$ cat config.mk
export PLATFORM = sky130hd
export DESIGN_NAME = fmas_cfg_regs
export DESIGN_NICKNAME = d
export VERILOG_FILES = /design/src/rtl/fmas_pkg.sv /design/src/rtl/fmas_cfg_regs.sv
export SDC_FILE = /design/constraint.sdc
export NUM_CORES = 1
export LEC_CHECK = 0
export ABC_CLOCK_PERIOD_IN_PS = 1700
export BUFFER_PORTS_ARGS = -buffer_cell sky130_fd_sc_hd__clkbuf_2
export CORE_MARGIN = 2
export CORE_UTILIZATION = 41
export DETAILED_ROUTE_END_ITERATION = 6
export HOLD_SLACK_MARGIN = 0.06
export PLACE_DENSITY = 0.92
export SYNTH_ARGS = -nofsm -noshare
export SYNTH_HDL_FRONTEND = slang
export SYNTH_SLANG_ARGS = --single-unit
$ cat constraint.sdc
create_clock -name clk -period 1.7 [get_ports clk]
set_clock_uncertainty 0.1 [all_clocks]
set_input_delay 0.085 -clock clk [delete_from_list [all_inputs] [get_ports clk]]
set_output_delay 0.085 -clock clk [all_outputs]
set_load 0.005 [all_outputs]
$ cat src/rtl/fmas_pkg.sv
// Shared types, constants and lane-swap helper for the frame memory aperture block.
// No dependencies; imported by every module of the block except fmas_lane_ram.
package fmas_pkg;

  localparam int ADDR_BITS = 23;
  localparam int NUM_LANES = 4;
  localparam int ROW_W     = ADDR_BITS - 2;
  localparam int CFG_AW    = 5;
  localparam int WIN_BITS  = 19;

  localparam logic [1:0] SWAP_BYTE = 2'd1;
  localparam logic [1:0] SWAP_HALF = 2'd2;

  localparam logic [1:0] SIZE_BYTE = 2'd0;
  localparam logic [1:0] SIZE_HALF = 2'd1;

  localparam logic [4:0] MIN_LOG2 = 5'd16;
  localparam logic [4:0] MAX_LOG2 = 5'(ADDR_BITS);

  localparam logic [2:0] REG_AP_ONE_SWAP   = 3'd0;
  localparam logic [2:0] REG_AP_ONE_WINDOW = 3'd1;
  localparam logic [2:0] REG_AP_TWO_SWAP   = 3'd2;
  localparam logic [2:0] REG_AP_TWO_WINDOW = 3'd3;
  localparam logic [2:0] REG_HOST_MEM_EN   = 3'd4;
  localparam logic [2:0] REG_BANK_A        = 3'd5;
  localparam logic [2:0] REG_BANK_B        = 3'd6;
  localparam logic [2:0] REG_MEM_SIZE_LOG2 = 3'd7;

  typedef struct packed {
    logic        func;
    logic        aperture;
    logic [22:0] offset;
    logic [1:0]  access_size;
    logic [31:0] write_data;
  } in_req_t;

  typedef struct packed {
    logic [31:0] read_data;
    logic        memory_updated;
  } out_rsp_t;

  typedef struct packed {
    logic [1:0] ap_one_swap;
    logic       ap_one_window;
    logic [1:0] ap_two_swap;
    logic       ap_two_window;
    logic       host_memory_enable;
    logic [2:0] bank_a;
    logic [2:0] bank_b;
    logic [4:0] mem_size_log2;
  } cfg_t;

  typedef struct packed {
    logic             en;
    logic             we;
    logic [ROW_W-1:0] row;
    logic [7:0]       wdata;
  } lane_cmd_t;

  // per-request context carried across the memory read
  typedef struct packed {
    logic       is_write;
    logic       win;
    logic       fill;
    logic       upd;
    logic [1:0] rot;
    logic [2:0] nb;
    logic [1:0] ctl;
  } pend_t;

  function automatic logic [31:0] lane_swap(input logic [1:0] ctl, input logic [2:0] nb,
                                            input logic [31:0] v);
    logic [31:0] r;
    r = v;
    case (ctl)
      SWAP_BYTE: begin
        if (nb == 3'd4) r = {v[7:0], v[15:8], v[23:16], v[31:24]};
        else if (nb == 3'd2) r = {16'h0000, v[7:0], v[15:8]};
      end
      SWAP_HALF: begin
        if (nb == 3'd4) r = {v[15:0], v[31:16]};
      end
      default: r = v;
    endcase
    return r;
  endfunction

endpackage

$ cat src/rtl/fmas_cfg_regs.sv
// APB-style configuration register file for the aperture block.
// Depends on fmas_pkg (cfg_t, register index codes).
module fmas_cfg_regs (
  input  logic                       clk,
  input  logic                       rst_n,
  input  logic                       psel,
  input  logic                       penable,
  input  logic                       pwrite,
  input  logic [fmas_pkg::CFG_AW-1:0] paddr,
  input  logic [31:0]                pwdata,
  output logic [31:0]                prdata,
  output fmas_pkg::cfg_t             cfg
);
  import fmas_pkg::*;

  cfg_t       cfg_r, cfg_nxt;
  logic [2:0] idx;
  logic       wr;

  assign idx = paddr[CFG_AW-1:2];
  assign wr  = psel && penable && pwrite;
  assign cfg = cfg_r;

  always_comb begin
    cfg_nxt = cfg_r;
    if (wr) begin
      case (idx)
        REG_AP_ONE_SWAP:   cfg_nxt.ap_one_swap        = pwdata[1:0];
        REG_AP_ONE_WINDOW: cfg_nxt.ap_one_window      = pwdata[0];
        REG_AP_TWO_SWAP:   cfg_nxt.ap_two_swap        = pwdata[1:0];
        REG_AP_TWO_WINDOW: cfg_nxt.ap_two_window      = pwdata[0];
        REG_HOST_MEM_EN:   cfg_nxt.host_memory_enable = pwdata[0];
        REG_BANK_A:        cfg_nxt.bank_a             = pwdata[2:0];
        REG_BANK_B:        cfg_nxt.bank_b             = pwdata[2:0];
        REG_MEM_SIZE_LOG2: cfg_nxt.mem_size_log2      = pwdata[4:0];
        default:           cfg_nxt = cfg_r;
      endcase
    end
  end

  always_comb begin
    case (idx)
      REG_AP_ONE_SWAP:   prdata = {30'd0, cfg_r.ap_one_swap};
      REG_AP_ONE_WINDOW: prdata = {31'd0, cfg_r.ap_one_window};
      REG_AP_TWO_SWAP:   prdata = {30'd0, cfg_r.ap_two_swap};
      REG_AP_TWO_WINDOW: prdata = {31'd0, cfg_r.ap_two_window};
      REG_HOST_MEM_EN:   prdata = {31'd0, cfg_r.host_memory_enable};
      REG_BANK_A:        prdata = {29'd0, cfg_r.bank_a};
      REG_BANK_B:        prdata = {29'd0, cfg_r.bank_b};
      REG_MEM_SIZE_LOG2: prdata = {27'd0, cfg_r.mem_size_log2};
      default:           prdata = 32'd0;
    endcase
  end

  always_ff @(posedge clk) begin
    if (!rst_n) begin
      cfg_r                    <= '0;
      cfg_r.host_memory_enable <= 1'b1;
      cfg_r.mem_size_log2      <= MAX_LOG2;
    end else begin
      cfg_r <= cfg_nxt;
    end
  end

endmodule

==> flow_metrics.tcl <==
set metrics [dict create \
    synth_area_leader_cell "dfxtp_1" \
    finalPower_mw 0.813 \
    crit_buf_inv 1 \
    synth_edf_count 0 \
    synthesis.area_um2 1080 \
    yosysWarnings 0 \
    crit_fanout 3 \
    hp-class "in -> reg" \
    start_util 0.435 \
    cts_made_buffers 3 \
    stdcell_count 189 \
    drt_iter0_drc 49 \
    io_buffers 35 \
    postSynthAreaPerCell_um2 8.91 \
    overflow 0 \
    gp_congestion 0.764 \
    fin_crit_ns 1.69 \
    cp-end-kind "primary output" \
    rsz0062_at_grt "yes" \
    synth_cells 121 \
    cp_cell_sequence "mux4_2 > mux2_2 > clkbuf_2" \
    yosysSeqAreaShare 0.334 \
    clock_sinks 18 \
    area_growth_pct 16.2 \
    dp_hpwl_um 1750 \
    largest_register_ffs 18 \
    htreeDepth 1 \
    critPathKind "reg -> out" \
    setup_ws_ns 0.0115 \
    clk_latency_ns 0.31 \
    clk_path_buf_depth 2 \
    cp.required_ns 1.51 \
    ff2ff_setup_slack_ns 0.86 \
    status "complete, no violations" \
    drv_slew 0 \
    dpl-instance-area_um2 1160 \
    cp_slowest_cell "mux4_2" \
    worstSetupStartpointType "flop" \
    fin_setup_tns_ns 0 \
    synth_area_leaders "dfxtp_1 (33%), buf_4 (19%), mux2i_1 (11%)" \
    track_usage 0.164 \
    coreArea_um2 2480 \
    cap_violations 0 \
    dp_slack_ns 0.248 \
    fp.dieArea_um2 3060 \
    dr.pass1.iters 4 \
    drc 0 \
    grt_pass1_wl_um 3970 \
    critPathTopFamily "multiplexers" \
    setup_viol 0 \
    via_per_inst 4.92 \
    fmax_ghz 0.592 \
    place_inst 180 \
    pin_count 92 \
    holdWs_ns 0.101 \
    fin_util 0.506 \
    cellPowerDensity_nw_per_um2 648 \
    route.vias.total 929 \
    fin_area_um2 1250 \
    cts_root_buf "clkbuf_4" \
    finalHoldViolations 0 \
    grt_pass1_vias 832 \
    wl_um 2360 \
    fin_crit_sh 0.993 \
    fp.dieW_um 55.3 \
    ys_types 23 \
    netlist.area_leader.share 0.334 \
    synth-seq-cells 18 \
    p_leak_nw 0.602 \
    ant_nets 0 \
    cts_tree "done" \
    rows 18 \
    drive_gt1_frac 0.296 \
    die_h_um 55.3 \
    ir_drop_mv 0.282 \
    clkTransAtPathRegs_ns 0.11 \
    synth_common_cells "buf_4 (28), dfxtp_1 (18), nand2_1 (18), mux2i_1 (12), o21ai_0 (6)" \
    antennaDiodeCount 0 \
    async_reset_ff_frac 0 \
    synth.most_common_cell "buf_4" \
    grt_max_degree 23 \
    nets 202 \
    synthFlopType "dfxtp_1" \
    worstPathArrival_ns 1.50 \
    antenna_found_initial 0 \
    cp_slowest_stage_delay_ns 0.47 \
    wl_per_cell_um 12.5 \
]
cell families after synthesis:
group	share of synthesized area
buffers and inverters	0.229
muxes	0.184
AOI/OAI and AO/OA	0.116
DFF	0.334
and+or+nand+nor	0.133
other	0.00348
layout by cell type, fill, tap and decap left out:
cell type | synthesis | final
mux2_2 | 3 | 3
clkbuf_2 | 0 | 35
dfxtp_2 | 0 | 2
conb_1 | 1 | 27
nand3b_1 | 1 | 1
nand2_1 | 18 | 18
o211ai_1 | 2 | 2
or3_1 | 2 | 2
nand4b_1 | 1 | 1
nor2_1 | 3 | 3
nand2b_1 | 2 | 2
o31ai_1 | 2 | 2
a21boi_0 | 2 | 2
dlygate4sd3_1 | 0 | 5
clkbuf_4 | 0 | 3
o21ai_0 | 6 | 6
dfxtp_1 | 18 | 16
mux4_2 | 2 | 2
and4_1 | 2 | 2
buf_4 | 28 | 1
nand4_1 | 1 | 1
clkbuf_8 | 0 | 1
inv_1 | 4 | 4
mux2i_1 | 12 | 12
o311ai_0 | 5 | 5
a31oi_1 | 1 | 1
power by group:
part	switching (mW)	total [mW]	internal, mW
Combinational	0.0650	0.109	0.0442
Clock	0.144	0.275	0.131
Sequential	0.00294	0.428	0.425
worst min-delay path, delay by kind of cell:
kind / cells / cell delay [ns]
AND/OR/NAND/NOR: 1 / 0.19
AO/OA/AOI/OAI: 1 / 0.10
buffers and inverters: 1 / 0.09
layout make-up:
type | instances | area, µm²
well taps | 30 | 37.5
flip-flops and latches | 18 | 363
clock buffers | 4 | 36.3
fillers | 252 | 1220
repair buffers | 41 | 233
inverters | 4 | 15.0
multi-input cells | 92 | 569
path summary, 6_finish.rpt:
check          start         to  cells after the start
min reg2reg   cfg[7]     cfg[7]                      2
min          penable    cfg[15]                      3
max          cfg[12]  prdata[0]                      3
max reg2reg   cfg[1]     cfg[1]                      2
what timing repair did:
| action | CTS | global route |
|---|---|---|
| endpoints found under the setup margin | 0 | 1 |
| hold buffers | 5 | 0 |
| endpoints found under the hold margin | 12 | 0 |
| buffers inserted | 0 | 0 |
| resized for setup | 0 | 2 |
metal layers:
| layer | vias to the layer above | track usage | part of all wire |
|---|---|---|---|
| li1 | 443 | - | - |
| met5 | - | 0 | 0 |
| met4 | 0 | 0.0836 | 0.024 |
| met3 | 5 | 0.0164 | 0.050 |
| met1 | 445 | 0.210 | 0.41 |
| met2 | 36 | 0.272 | 0.52 |
(Power assumes the default switching activity.)
