<file path="src/rtl/fmas_pkg.sv">
// Shared types, constants and lane-swap helper for the frame memory aperture block.
// No dependencies; imported by every module of the block except fmas_lane_ram.
package fmas_pkg;

  localparam int ADDR_BITS = 23;
  localparam int NUM_LANES = 4;
  localparam int ROW_W     = ADDR_BITS - 2;
  localparam int CFG_AW    = 5;
  localparam int WIN_BITS  = 19;

  localparam logic [1:0] SWAP_BYTE = 2'd1;
  localparam logic [1:0] SWAP_HALF = 2'd2;

  localparam logic [1:0] SIZE_BYTE = 2'd0;
  localparam logic [1:0] SIZE_HALF = 2'd1;

  localparam logic [4:0] MIN_LOG2 = 5'd16;
  localparam logic [4:0] MAX_LOG2 = 5'(ADDR_BITS);

  localparam logic [2:0] REG_AP_ONE_SWAP   = 3'd0;
  localparam logic [2:0] REG_AP_ONE_WINDOW = 3'd1;
  localparam logic [2:0] REG_AP_TWO_SWAP   = 3'd2;
  localparam logic [2:0] REG_AP_TWO_WINDOW = 3'd3;
  localparam logic [2:0] REG_HOST_MEM_EN   = 3'd4;
  localparam logic [2:0] REG_BANK_A        = 3'd5;
  localparam logic [2:0] REG_BANK_B        = 3'd6;
  localparam logic [2:0] REG_MEM_SIZE_LOG2 = 3'd7;

  typedef struct packed {
    logic        func;
    logic        aperture;
    logic [22:0] offset;
    logic [1:0]  access_size;
    logic [31:0] write_data;
  } in_req_t;

  typedef struct packed {
    logic [31:0] read_data;
    logic        memory_updated;
  } out_rsp_t;

  typedef struct packed {
    logic [1:0] ap_one_swap;
    logic       ap_one_window;
    logic [1:0] ap_two_swap;
    logic       ap_two_window;
    logic       host_memory_enable;
    logic [2:0] bank_a;
    logic [2:0] bank_b;
    logic [4:0] mem_size_log2;
  } cfg_t;

  typedef struct packed {
    logic             en;
    logic             we;
    logic [ROW_W-1:0] row;
    logic [7:0]       wdata;
  } lane_cmd_t;

  // per-request context carried across the memory read
  typedef struct packed {
    logic       is_write;
    logic       win;
    logic       fill;
    logic       upd;
    logic [1:0] rot;
    logic [2:0] nb;
    logic [1:0] ctl;
  } pend_t;

  function automatic logic [31:0] lane_swap(input logic [1:0] ctl, input logic [2:0] nb,
                                            input logic [31:0] v);
    logic [31:0] r;
    r = v;
    case (ctl)
      SWAP_BYTE: begin
        if (nb == 3'd4) r = {v[7:0], v[15:8], v[23:16], v[31:24]};
        else if (nb == 3'd2) r = {16'h0000, v[7:0], v[15:8]};
      end
      SWAP_HALF: begin
        if (nb == 3'd4) r = {v[15:0], v[31:16]};
      end
      default: r = v;
    endcase
    return r;
  endfunction

endpackage

</file>
<file path="src/rtl/fmas_access_map.sv">
// Address translation: swap/window mapping, bounds check and per-lane memory commands.
// Depends on fmas_pkg (request, config, lane command and pending-context types).
module fmas_access_map (
  input  logic                                      go,
  input  fmas_pkg::in_req_t                         req,
  input  fmas_pkg::cfg_t                            cfg,
  output fmas_pkg::lane_cmd_t [fmas_pkg::NUM_LANES-1:0] cmd,
  output fmas_pkg::pend_t                           pend
);
  import fmas_pkg::*;

  logic [2:0]           nb;
  logic [1:0]           ctl;
  logic                 win;
  logic [4:0]           lg;
  logic [ADDR_BITS:0]   memsize;
  logic [ADDR_BITS-1:0] mask;
  logic [ADDR_BITS-1:0] sa;
  logic                 oob;
  logic                 fill;
  logic [1:0]           rot;
  logic [31:0]          wv;
  logic [16:0]          woff;
  logic [2:0]           bank;
  logic [WIN_BITS-1:0]  wa;
  logic [1:0]           bi;
  logic [ADDR_BITS-1:0] byte_addr [NUM_LANES];

  always_comb begin
    case (req.access_size)
      SIZE_BYTE: nb = 3'd1;
      SIZE_HALF: nb = 3'd2;
      default:   nb = 3'd4;
    endcase
    ctl = req.aperture ? cfg.ap_two_swap : cfg.ap_one_swap;
    win = req.aperture ? cfg.ap_two_window : cfg.ap_one_window;

    lg = cfg.mem_size_log2;
    if (lg < MIN_LOG2) lg = MIN_LOG2;
    if (lg > MAX_LOG2) lg = MAX_LOG2;
    memsize = (ADDR_BITS+1)'(1) << lg;
    mask    = ADDR_BITS'(memsize - (ADDR_BITS+1)'(1));

    sa = req.offset;
    case (ctl)
      SWAP_BYTE: begin
        if (nb == 3'd2) sa = req.offset ^ ADDR_BITS'(2);
        else if (nb == 3'd1) sa = req.offset ^ ADDR_BITS'(3);
      end
      SWAP_HALF: begin
        if (nb != 3'd4) sa = req.offset ^ ADDR_BITS'(2);
      end
      default: sa = req.offset;
    endcase

    oob  = ({1'b0, sa} + (ADDR_BITS+1)'(nb)) > memsize;
    fill = win ? !cfg.host_memory_enable : oob;
    rot  = win ? req.offset[1:0] : sa[1:0];
    wv   = win ? req.write_data : lane_swap(ctl, nb, req.write_data);

    for (int i = 0; i < NUM_LANES; i++) begin
      woff = 17'(req.offset[16:0] + 17'(i));
      bank = woff[16] ? cfg.bank_b : cfg.bank_a;
      wa   = {bank, woff[15:0]};
      if (win) byte_addr[i] = ADDR_BITS'(wa) & mask;
      else     byte_addr[i] = ADDR_BITS'(sa + ADDR_BITS'(i)) & mask;
    end

    for (int l = 0; l < NUM_LANES; l++) begin
      bi           = 2'(l) - rot;
      cmd[l].en    = go && ({1'b0, bi} < nb) && !fill;
      cmd[l].we    = req.func;
      cmd[l].row   = byte_addr[bi][ADDR_BITS-1:2];
      cmd[l].wdata = wv[8*bi +: 8];
    end

    pend.is_write = req.func;
    pend.win      = win;
    pend.fill     = fill;
    pend.upd      = req.func && !fill;
    pend.rot      = rot;
    pend.nb       = nb;
    pend.ctl      = ctl;
  end

endmodule

</file>
<file path="config.mk">
export PLATFORM = sky130hd
export DESIGN_NAME = fmas_access_map
export DESIGN_NICKNAME = d
export VERILOG_FILES = /design/src/rtl/fmas_pkg.sv /design/src/rtl/fmas_access_map.sv
export SDC_FILE = /design/constraint.sdc
export NUM_CORES = 1
export LEC_CHECK = 0
export BUFFER_PORTS_ARGS = -buffer_cell sky130_fd_sc_hd__buf_2
export CAP_MARGIN = 0
export CORE_AREA = 2 2 117 91
export DETAILED_ROUTE_END_ITERATION = 10
export DIE_AREA = 0 0 119 93
export GPL_ROUTABILITY_DRIVEN = 0
export PLACE_DENSITY = 0.88
export SETUP_SLACK_MARGIN = 0.2
export SLEW_MARGIN = 15
export SYNTH_ARGS = -nofsm -noshare
export SYNTH_HDL_FRONTEND = slang
export SYNTH_SLANG_ARGS = --single-unit
</file>
<file path="constraint.sdc">
create_clock -name vclk -period 20.8
set_input_delay 6.24 -clock vclk [all_inputs]
set_output_delay 6.24 -clock vclk [all_outputs]
set_load 0.01 [all_outputs]
</file>
==> impl_results.md <==
- Layout area overhead: 16.06%
- Max-slew violation count: 0
- Top post-synthesis cells by area: mux2i_1, xnor2_1, a21oi_1
- Postcts setup bufs: 0
- DRC Markers: 0
- DP Area: about 0.0063 mm^2
- Share of layout cells above drive strength 1: between 20% and 30%
- Register Area: 0 um^2
- Status: complete, no violations
- First-pass GRT wire length: between 20000 and 30000 um
- Sequential cell count: 0
- Hold path start: req[58]
- Crit path max-delay family: simple AND/OR/NAND/NOR gates
- Slew @ Worst Pin: approximately 1.1 ns
- CP endpoint kind: output pin
- Initial antenna violation count: 0
- Cells resized by post-CTS repair: 0
- Hold Vio Cnt, Final: 0
- Core Rows: 32
- DR vias: approximately 6800
- Syn Std Cell Area: between 0.005 and 0.006 mm^2
- Final #Nets: ~1100
- First drt pass iteration count: 5
- Number of routed nets with antenna violations: 0
- YS warnings: 0
- Tmin final: around 18 ns
- Total power: between 0.2 and 0.25 mW
- Unrepaired setup endpoints after global routing: false
- Syn Nets: 925
- Buf/Inv on CP: 3
- Synth cell types: between 70 and 80
- DR WL/cell: roughly 17 um
- WHS Endpoint: cmd[91]
- Seq/Total Area, Yosys: 0%
- Overall die width: between 100 and 150 um
- CP required: about 15 ns
- Cell area after layout: roughly 0.0063 mm^2
- Post-Syn Area per Cell: 6.563 um^2
- DR iter-0 viols: between 800 and 900
- Crit Path Class: in -> out
- # clk buffers: 0
- CP startpoint kind: primary input
- Antenna fix cells: 0
- Cells after synthesis: between 800 and 900
- HP Class: in -> out
- Post-synth top area share: around 15%
- Worst EP arrival: between 10 and 15 ns
- WHS Path Cells: 2
- Vias in the first global route: 6026
- Setup-failing EPs final: 0
- Slew headroom: between 20 and 30%
- Vias per std cell: 6.259
- Fmax: 0.05436 GHz
- Max-cap violation count: 0
- Worst path slowest cell: o211ai_1
- Crit path max fanout: 13
- Finished Core Util: between 60 and 70%
- Routed WL: between 15000 and 20000 um
- CP peak stage delay: roughly 0.83 ns
- Largest net degree at the start of global routing: 61
- Hold buffer count at cts: 0
- CP cell instances: buf_2 > mux2i_1 > inv_1 > ha_1 > or4b_4 > o211ai_1 > ha_1 > fa_1 > a21oi_1 > nor4b_1 > nand3_1 > xnor2_1 > ha_1 > and4_1 > o2111ai_1 > nor4_1 > nand2_1 > o2bb2ai_1 > buf_2
- Top cell by count, worst path: ha_1
- LEAKAGE: 2.969 nW
- IO Port Bufs: between 200 and 250
- Setup TNS: 0 ns
- Grt ovf: 0
- Peak supply drop: 16.79 uV
- Die footprint: 0.01107 mm^2
- Pwr dens: 36.74 mW/mm^2
- Fin crit share: between 80 and 90%
- Die height: 93 um
- Initial Util: 54.24%
- Fin Hold WS: around 13 ns
- # IOs: 213
- Post-synth top area cell: mux2i_1
- Global Route Usage Sum: about 32%
- Core area: approximately 0.01 mm^2
- Hpwl dp: 14350 um
## synthesized netlist by cell type (5+ instances only)
cell	number
a21o_1	35
nand2b_1	22
o21a_1	5
buf_6	5
or3_1	5
clkbuf_1	47
inv_1	13
nor3_1	15
mux2i_1	83
buf_1	7
nand2_1	70
xnor2_1	43
and3_1	8
o21ai_0	34
nor2b_1	7
xor2_1	33
a211oi_1	10
o21ai_1	6
nor4_1	10
a21oi_1	68
nor2_1	86
nand4_1	17
buf_2	18
o211ai_1	25
buf_4	11
ha_1	22
a31oi_1	21
nand3_1	18
## placed cells by master, fill, tap and decap left out, types with 3 or more instances in the layout
cell type  netlist  layout
o21ai_1          6       6
nor3_1          15      14
ha_1            22      22
a21o_1          35      35
xnor2_1         43      43
buf_2           18     213
nor4_1          10      10
inv_2            4       4
nand2b_1        22      22
or3_1            5       5
o41ai_1          3       3
o21a_1           5       5
and3_1           8       8
nor3_2           4       5
inv_1           13      13
nand3_1         18      18
nor2b_1          7       7
a211oi_1        10      10
nand4_1         17      17
a21oi_1         68      68
buf_4           11       7
nor3b_1          3       3
o2bb2ai_1        4       4
nand2_1         70      70
xor2_1          33      33
nor2_1          86      85
a31oi_1         21      21
o21bai_1         3       3
o211ai_1        25      25
and2_1           3       3
mux2i_1         83      82
a311oi_1         3       3
o21ai_0         34      34
## metrics by stage
| step | std cells | worst slack (ns) |
|---|---|---|
| 2_1_floorplan | 824 | 3.930 |
| 3_3_place_gp | 1092 | 2.777 |
| 3_5_place_dp | 1092 | 2.656 |
| 4_1_cts | 1092 | 2.625 |
| 5_1_grt | 1092 | 1.910 |
| 6_report | 1092 | 2.404 |
## per-layer routing
layer | up-vias | part of all wire [%] | GRT usage, %
met5 | - | 0 | 0
met4 | 0 | 2.2 | 6.548
met3 | 43 | 12 | 5.244
met2 | 461 | 43 | 51.01
met1 | 3074 | 43 | 45.46
li1 | 3257 | - | -
## where the power goes
group | total [mW] | switching, mW | internal, mW
Combinational | 0.231 | 0.142 | 0.0890
Sequential | 0 | 0 | 0
Clock | 0 | 0 | 0
Total | 0.231 | 0.142 | 0.0890
## layout make-up
| cell class | instances | area, um^2 |
|---|---|---|
| repair buffers | 220 | 1119 |
| multi-input cells | 719 | 4923 |
| inverters | 17 | 63.81 |
| fillers | 921 | 3694 |
| well taps | 136 | 170.2 |
## worst max-delay path by stage
stage	start	slack, ns	cells after the start	to
finish	req[57]	2.40	19	cmd[123]
detailed placement	req[57]	2.66	19	pend[8]
CTS	req[57]	2.62	19	cmd[123]
floorplan	req[57]	3.93	20	pend[8]
global route	req[33]	1.91	17	cmd[123]
global placement	req[57]	2.78	19	pend[8]
## logic make-up after synthesis
| logic type | synth area share [%] |
|---|---|
| AO/OA/AOI/OAI | 28.81 |
| XOR/XNOR | 12.82 |
| multiplexers | 16.20 |
| buffers and inverters | 9.163 |
| AND/OR/NAND/NOR | 27.56 |
| adder cells (fa/ha/maj) | 5.460 |
Note: power is estimated with default switching activity, not from simulation.
